<file path="src/twdp_pkg.sv">
// ----------------------------------------------------------------------------
// twdp_pkg
// Shared widths, weight codes and register indexes for the ternary dot product.
// ----------------------------------------------------------------------------
package twdp_pkg;

    localparam int LANES      = 4;
    localparam int CODE_W     = 2;
    localparam int ACT_W      = 8;
    localparam int WEIGHT_W   = LANES * CODE_W;
    localparam int VLEN_W     = 13;
    localparam int COUNT_W    = 16;
    localparam int SUM_W      = 21;
    localparam int TERM_W     = ACT_W + 1;
    localparam int LANE_SUM_W = TERM_W + 2;
    localparam int LANE_CNT_W = 3;
    localparam int CFG_IDX_W  = 2;
    localparam int CFG_DATA_W = 16;

    typedef enum logic [CODE_W-1:0] {
        CODE_ZERO = 2'd0,
        CODE_ADD  = 2'd1,
        CODE_SUB  = 2'd2,
        CODE_NONE = 2'd3
    } weight_code_t;

    typedef enum logic [CFG_IDX_W-1:0] {
        REG_VECTOR_LENGTH = 2'd0,
        REG_COLUMN_COUNT  = 2'd1,
        REG_ROW_COUNT     = 2'd2,
        REG_UNUSED        = 2'd3
    } cfg_index_t;

    typedef logic [ACT_W-1:0] act_t;
    typedef act_t [LANES-1:0] act_lanes_t;

    typedef struct packed {
        logic [WEIGHT_W-1:0]   weight_byte;
        logic [LANE_CNT_W-1:0] lane_count;
    } lane_ctrl_t;

endpackage

</file>
<file path="src/twdp_lane_sum.sv">
// ----------------------------------------------------------------------------
// twdp_lane_sum
// Signed sum of up to four activations, each added, subtracted or skipped
// by its 2-bit ternary weight code.
// ----------------------------------------------------------------------------
module twdp_lane_sum
    import twdp_pkg::*;
(
    input  lane_ctrl_t                     ctrl,
    input  act_lanes_t                     acts,
    output logic signed [LANE_SUM_W-1:0]   lane_sum
);

    always_comb
    begin
        weight_code_t             code;
        logic signed [TERM_W-1:0] term;
        logic signed [TERM_W-1:0] act_ext;
        lane_sum = '0;
        for (int i = 0; i < LANES; i++)
        begin
            code    = weight_code_t'(ctrl.weight_byte[CODE_W*i +: CODE_W]);
            act_ext = TERM_W'(signed'(acts[i]));
            term    = '0;
            if (LANE_CNT_W'(i) < ctrl.lane_count)
            begin
                case (code)
                    CODE_ADD: term = act_ext;
                    CODE_SUB: term = -act_ext;
                    default:  term = '0;
                endcase
            end
            lane_sum = lane_sum + LANE_SUM_W'(term);
        end
    end

endmodule

</file>
<file path="src/ternary_weight_dot_product.sv">
// ----------------------------------------------------------------------------
// ternary_weight_dot_product
// Streaming dot product of packed ternary weights with signed 8-bit
// activations, with column and row tracking over a matrix.
// ----------------------------------------------------------------------------
// One transaction carries one weight byte and four activations and is taken
// every cycle; its lane sum is folded into the running sum in the same cycle.
// A finished product lands in the output register in the cycle after its
// last transaction. s_tready drops only for a transaction that would finish
// a product while the output register still holds an untaken result, so
// transactions that do not finish a product flow on at one per cycle while
// the downstream side stalls. Configuration writes are taken at any cycle.
// ----------------------------------------------------------------------------
module ternary_weight_dot_product
    import twdp_pkg::*;
#(
    parameter int MAX_LENGTH  = 4096,
    parameter int MAX_COLUMNS = 65535,
    parameter int MAX_ROWS    = 65535
)
(
    input  logic                  clk,
    input  logic                  rst_n,

    input  logic                  cfg_valid,
    output logic                  cfg_ready,
    input  logic [CFG_IDX_W-1:0]  cfg_index,
    input  logic [CFG_DATA_W-1:0] cfg_data,

    input  logic                  s_tvalid,
    output logic                  s_tready,
    // weight_byte [7:0], act_lane0 [15:8], act_lane1 [23:16],
    // act_lane2 [31:24], act_lane3 [39:32]
    input  logic [39:0]           s_tdata,

    output logic                  m_tvalid,
    input  logic                  m_tready,
    // dot_sum [20:0], column_index [36:21], row_index [52:37], zero [55:53]
    output logic [55:0]           m_tdata,
    // row_end [0]
    output logic                  m_tuser,
    // matrix_end
    output logic                  m_tlast
);

    localparam int VLEN_MAX = (1 << VLEN_W) - 1;
    localparam logic [VLEN_W-1:0] LEN_CAP =
        VLEN_W'((MAX_LENGTH < VLEN_MAX) ? MAX_LENGTH : VLEN_MAX);
    localparam logic [COUNT_W-1:0] COL_CAP = COUNT_W'(MAX_COLUMNS);
    localparam logic [COUNT_W-1:0] ROW_CAP = COUNT_W'(MAX_ROWS);
    localparam int WIDE_W = SUM_W + 1;
    localparam logic signed [WIDE_W-1:0] SUM_HI = WIDE_W'((1 << (SUM_W - 1)) - 1);
    localparam logic signed [WIDE_W-1:0] SUM_LO = -WIDE_W'(1 << (SUM_W - 1));

    logic [VLEN_W-1:0]  vlen_reg;
    logic [COUNT_W-1:0] cols_reg;
    logic [COUNT_W-1:0] rows_reg;

    logic signed [SUM_W-1:0] sum_reg, sum_next;
    logic [VLEN_W-1:0]       pos_reg, pos_next;
    logic [COUNT_W-1:0]      col_reg, col_next;
    logic [COUNT_W-1:0]      row_reg, row_next;

    logic                    m_tvalid_reg;
    logic signed [SUM_W-1:0] out_sum_reg;
    logic [COUNT_W-1:0]      out_col_reg;
    logic [COUNT_W-1:0]      out_row_reg;
    logic                    out_row_end_reg;
    logic                    out_mat_end_reg;

    logic [VLEN_W-1:0]  len_eff;
    logic [COUNT_W-1:0] cols_eff;
    logic [COUNT_W-1:0] rows_eff;
    logic [VLEN_W-1:0]  remaining;
    logic [LANE_CNT_W-1:0] lane_count;
    logic               done;
    logic               row_last;
    logic               mat_last;
    logic               in_acc;
    logic               out_acc;

    lane_ctrl_t                    ctrl;
    act_lanes_t                    acts;
    logic signed [LANE_SUM_W-1:0]  lane_sum;
    logic signed [WIDE_W-1:0]      sum_wide;
    logic signed [SUM_W-1:0]       sum_sat;

    assign cfg_ready = 1'b1;

    always_ff @(posedge clk or negedge rst_n)
    begin
        if (!rst_n)
        begin
            vlen_reg <= VLEN_W'(64);
            cols_reg <= COUNT_W'(1);
            rows_reg <= COUNT_W'(1);
        end
        else if (cfg_valid)
        begin
            unique case (cfg_index_t'(cfg_index))
                REG_VECTOR_LENGTH: vlen_reg <= cfg_data[VLEN_W-1:0];
                REG_COLUMN_COUNT:  cols_reg <= cfg_data[COUNT_W-1:0];
                REG_ROW_COUNT:     rows_reg <= cfg_data[COUNT_W-1:0];
                default:           ;
            endcase
        end
    end

    always_comb
    begin
        if (vlen_reg == '0)
            len_eff = VLEN_W'(1);
        else if (vlen_reg > LEN_CAP)
            len_eff = LEN_CAP;
        else
            len_eff = vlen_reg;

        if (cols_reg == '0)
            cols_eff = COUNT_W'(1);
        else if (cols_reg > COL_CAP)
            cols_eff = COL_CAP;
        else
            cols_eff = cols_reg;

        if (rows_reg == '0)
            rows_eff = COUNT_W'(1);
        else if (rows_reg > ROW_CAP)
            rows_eff = ROW_CAP;
        else
            rows_eff = rows_reg;
    end

    assign remaining  = (pos_reg < len_eff) ? (len_eff - pos_reg) : '0;
    assign done       = (remaining <= VLEN_W'(LANES));
    assign lane_count = done ? remaining[LANE_CNT_W-1:0] : LANE_CNT_W'(LANES);
    assign row_last   = (col_reg >= cols_eff - COUNT_W'(1));
    assign mat_last   = row_last && (row_reg >= rows_eff - COUNT_W'(1));

    assign s_tready = !done || !m_tvalid_reg || m_tready;
    assign in_acc   = s_tvalid && s_tready;
    assign out_acc  = m_tvalid_reg && m_tready;

    assign ctrl.weight_byte = s_tdata[WEIGHT_W-1:0];
    assign ctrl.lane_count  = lane_count;

    always_comb
    begin
        for (int i = 0; i < LANES; i++)
            acts[i] = s_tdata[WEIGHT_W + ACT_W*i +: ACT_W];
    end

    twdp_lane_sum u_lane_sum
    (
        .ctrl     (ctrl),
        .acts     (acts),
        .lane_sum (lane_sum)
    );

    always_comb
    begin
        sum_wide = WIDE_W'(sum_reg) + WIDE_W'(lane_sum);
        if (sum_wide > SUM_HI)
            sum_sat = SUM_HI[SUM_W-1:0];
        else if (sum_wide < SUM_LO)
            sum_sat = SUM_LO[SUM_W-1:0];
        else
            sum_sat = sum_wide[SUM_W-1:0];
    end

    always_comb
    begin
        sum_next = sum_reg;
        pos_next = pos_reg;
        col_next = col_reg;
        row_next = row_reg;
        if (in_acc)
        begin
            if (!done)
            begin
                sum_next = sum_sat;
                pos_next = pos_reg + VLEN_W'(lane_count);
            end
            else
            begin
                sum_next = '0;
                pos_next = '0;
                if (row_last)
                begin
                    col_next = '0;
                    row_next = mat_last ? '0 : row_reg + COUNT_W'(1);
                end
                else
                begin
                    col_next = col_reg + COUNT_W'(1);
                end
            end
        end
    end

    always_ff @(posedge clk or negedge rst_n)
    begin
        if (!rst_n)
        begin
            sum_reg <= '0;
            pos_reg <= '0;
            col_reg <= '0;
            row_reg <= '0;
        end
        else
        begin
            sum_reg <= sum_next;
            pos_reg <= pos_next;
            col_reg <= col_next;
            row_reg <= row_next;
        end
    end

    always_ff @(posedge clk or negedge rst_n)
    begin
        if (!rst_n)
            m_tvalid_reg <= 1'b0;
        else if (in_acc && done)
            m_tvalid_reg <= 1'b1;
        else if (out_acc)
            m_tvalid_reg <= 1'b0;
    end

    always_ff @(posedge clk)
    begin
        if (in_acc && done)
        begin
            out_sum_reg     <= sum_sat;
            out_col_reg     <= col_reg;
            out_row_reg     <= row_reg;
            out_row_end_reg <= row_last;
            out_mat_end_reg <= mat_last;
        end
    end

    assign m_tvalid = m_tvalid_reg;
    assign m_tdata  = {3'b000, out_row_reg, out_col_reg, out_sum_reg};
    assign m_tuser  = out_row_end_reg;
    assign m_tlast  = out_mat_end_reg;

    a_no_overwrite: assert property (@(posedge clk) disable iff (!rst_n)
        (m_tvalid_reg && !m_tready && in_acc) |-> !done)
        else $error("finishing transaction accepted over an untaken result");

    a_result_follows: assert property (@(posedge clk) disable iff (!rst_n)
        (in_acc && done) |=> m_tvalid_reg)
        else $error("finished product did not reach the output register");

    a_matrix_end_row_end: assert property (@(posedge clk) disable iff (!rst_n)
        m_tvalid_reg |-> (!out_mat_end_reg || out_row_end_reg))
        else $error("matrix end without row end");

    a_column_wrap: assert property (@(posedge clk) disable iff (!rst_n)
        (in_acc && done && row_last) |=> (col_reg == '0 && pos_reg == '0))
        else $error("column counter did not wrap at row end");

    a_sum_clear: assert property (@(posedge clk) disable iff (!rst_n)
        (in_acc && done) |=> (sum_reg == '0))
        else $error("running sum not cleared after a finished product");

endmodule
</file>
<file path="config.mk">
export PLATFORM = sky130hd
export DESIGN_NAME = ternary_weight_dot_product
export DESIGN_NICKNAME = d
export VERILOG_FILES = /design/src/twdp_pkg.sv /design/src/twdp_lane_sum.sv /design/src/ternary_weight_dot_product.sv
export SDC_FILE = /design/constraint.sdc
export NUM_CORES = 1
export LEC_CHECK = 0
export ABC_AREA = 0
export BUFFER_PORTS_ARGS = -buffer_cell sky130_fd_sc_hd__buf_2
export CORE_AREA = 2 2 189 191
export DETAILED_ROUTE_END_ITERATION = 8
export DIE_AREA = 0 0 191 193
export SLEW_MARGIN = 40
export SYNTH_ARGS = -nofsm -noshare
export SYNTH_HDL_FRONTEND = slang
export SYNTH_SLANG_ARGS = --single-unit
</file>
<file path="constraint.sdc">
create_clock -name clk -period 11.2 [get_ports clk]
set_input_delay 2.8 -clock clk [delete_from_list [all_inputs] [get_ports clk]]
set_output_delay 2.8 -clock clk [all_outputs]
set_load 0.01 [all_outputs]
</file>
==> flow_summary.yaml <==
floorplanning:
  fp.dieH_um: 193
  io_pins: 124
  rows: 69
  chipWidth_um: 191
  start_util_pct: 36.4
  dieArea_sq_um: 36900
  core_area_sq_um: 35000
finish:
  mostFrequentLayoutCells: "inv_1 (183), buf_2 (118), dfrtp_1 (109)"
  final_layout_size_suffix_gt1_share_pct: 16.2
  mostFrequentLayoutCell: "inv_1"
  antenna_cells: 0
  final_nets: 1655
  area_growth_pct: 12.7
  fill_cells: 3441
synthesis:
  yosys_register_bits: 167
  avgSynthCellArea_sq_um: 9.56
  synth_edf_count: 55
  ys.warnings.count: 0
  syn_area_sq_um: 12700
  synthDistinctLibCells: 78
  syn_inst: 1331
  ys_seq_area_share_pct: 35.0
  synth_flop_cell: "dfrtp_1"
  synth-async-reset-ratio_pct: 67.1
clock_tree:
  cts-resized-gates: 0
  root_buffer: "clkbuf_16"
  htreeDepth: 4
  post_cts_buffers: 0
  clock_latency_ns: 0.44
  clock_sinks: 167
  clkTransAtPathRegs_ns: 0.07
  hold_buffers: 0
  cts_tree: "done"
  clockBufferDepth: 2
  numCtsBuffers: 17
setup_path:
  slowest_stage: "fa_1"
  cp_data_required_time_ns: 11.56
  critPathTopFamily: "simple AND/OR/NAND/NOR gates"
  arrival_ns: 9.99
  startpoint_type: "flop"
  end_kind: "flop"
  crit_buf_inv: 3
  max_stage_delay_ns: 0.71
  path_class: "flop to flop"
  path_max_fanout: 22
detailed_routing:
  via_per_inst: 5.07
  route.detailed.drc: 0
  drt_first_iter_violations: 467
  wire_per_inst_um: 15.7
  ant_nets: 0
  route.final.wire_length_mm: 30.1
  first_pass_iters: 5
  vias: 9703
grt:
  track_usage_pct: 17.0
  antenna_found_initial: 0
  grt_first_pass_wirelength_mm: 49.3
  overflow: 0
  grt_pass1_vias: 9394
  grt_max_degree: 75
power_and_ir_drop:
  cellLeakagePower_nw: 6.73
  ir_worst_vdd_mv: 0.0959
  powerDensity_nw_per_um2: 204
timing:
  rsz0062_at_grt: "false"
  setup_tns_ns: 0
  drv_slew: 0
  clock-skew-final_ns: 0.0128
  setup_viol: 0
  fin_crit_ns: 9.63
  fin_crit_sh_pct: 86.0
  fmax_mhz: 104
  worstMarginPinSlew_ns: 0.829
  whs_ns: 0.503
  hold_viol: 0
  slew_headroom_pct: 44.6
placement:
  hpwl_mm: 23.4
  gp_congestion: 0.893
  port_buffers: 119
worst_hold_path:
  hold_path.class: "flop to flop"
run:
  maxCapViolations: 0
run_status:
  status: "finished clean"
==> where the power goes <==
group	switching, mW	leakage, nW	total, mW	internal [mW]
Clock	0.272	0.270	0.571	0.299
Sequential	0.0944	1.93	0.912	0.818
Combinational	0.850	4.53	1.44	0.592
Total	1.22	6.73	2.92	1.71
==> layer usage <==
| metal | track usage (%) | share of wire (%) | vias up | wire length [um] |
|---|---|---|---|---|
| li1 | - | - | 4790 | - |
| met1 | 24.0 | 49 | 4672 | 14700 |
| met2 | 26.7 | 45 | 208 | 13600 |
| met3 | 2.79 | 3.8 | 33 | 1160 |
| met4 | 5.28 | 2.1 | 0 | 628 |
| met5 | 0 | 0 | - | 0 |
==> logic make-up (layout without fill, tap and decap cells) <==
family | count (synthesis) | count (layout) | share of synthesized area, %
simple gates | 402 | 402 | 15.5
compound gates | 260 | 260 | 13.9
xor+xnor | 61 | 61 | 4.32
buf+inv | 223 | 343 | 7.00
other cells | 2 | 4 | 0.0590
mux | 48 | 48 | 4.23
flops | 167 | 167 | 35.0
fa+ha+maj | 168 | 168 | 20.0
==> synthesized netlist by cell type (3+ instances only) <==
cell	count	area, sq um
a221o_1	20	200
nor4_1	7	43.8
a22o_1	9	78.8
ha_1	88	1100
xnor2_1	31	272
maj3_1	16	160
xor2_1	29	254
buf_4	7	52.6
o211a_1	4	40.0
nor2_1	103	387
o21bai_1	3	22.5
a31oi_1	5	31.3
edfxtp_1	55	1650
a21o_1	27	203
o31ai_1	6	45.0
inv_1	185	694
o21ai_0	74	370
o21a_1	13	97.6
a211oi_1	4	30.0
or4_1	7	52.6
nand3b_1	6	45.0
o22ai_1	6	37.5
clkbuf_1	22	82.6
or2_2	5	31.3
nand3_1	24	120
a31o_2	4	35.0
buf_2	4	20.0
dfrtp_1	109	2730
mux2_2	46	518
dfstp_2	3	78.8
nor2b_1	22	138
or3_1	15	93.8
nor3_1	32	160
nand2b_1	15	93.8
a22oi_1	4	30.0
a211o_1	3	26.3
fa_1	64	1280
and3_1	13	81.3
nand4_1	17	106
and2_1	13	81.3
buf_6	3	33.8
nand2_1	109	409
a21oi_1	49	245
==> metrics by stage <==
stage	util (%)	power (mW)	std cells	area [sq um]	worst slack (ns)
2_1_floorplan	-	2.00	1333	12700	2.25
3_3_place_gp	39.4	2.34	1881	13800	1.66
3_5_place_dp	39.4	2.36	1881	13800	1.51
4_1_cts	41.0	2.95	1913	14300	1.60
5_1_grt	41.0	3.19	1914	14300	0.891
6_report	41.0	2.92	1914	14300	1.57
==> final cells by class <==
cell class	instances	area, sq um	area share, %
Inverter	186	698	4.87
Sequential cell	167	4460	31.1
Clock inverter	12	114	0.794
Clock buffer	20	447	3.11
Timing Repair Buffer	125	647	4.51
Multi-Input combinational cell	943	7400	51.6
Tap cell	461	577	4.02
==> worst paths after layout <==
path	slack [ns]	start	cells past startpoint	to
max in group asynchronous	7.77	rst_n	2	sum_reg[14]
max reg2reg	1.57	vlen_reg[2]	30	sum_reg[17]
min in group asynchronous	2.33	rst_n	1	row_reg[3]
min	0.50	row_reg[15]	0	out_row_reg[15]
min reg2reg	0.50	row_reg[15]	0	out_row_reg[15]
max	1.57	vlen_reg[2]	30	sum_reg[17]
Note: power is estimated with default switching activity, not from simulation.
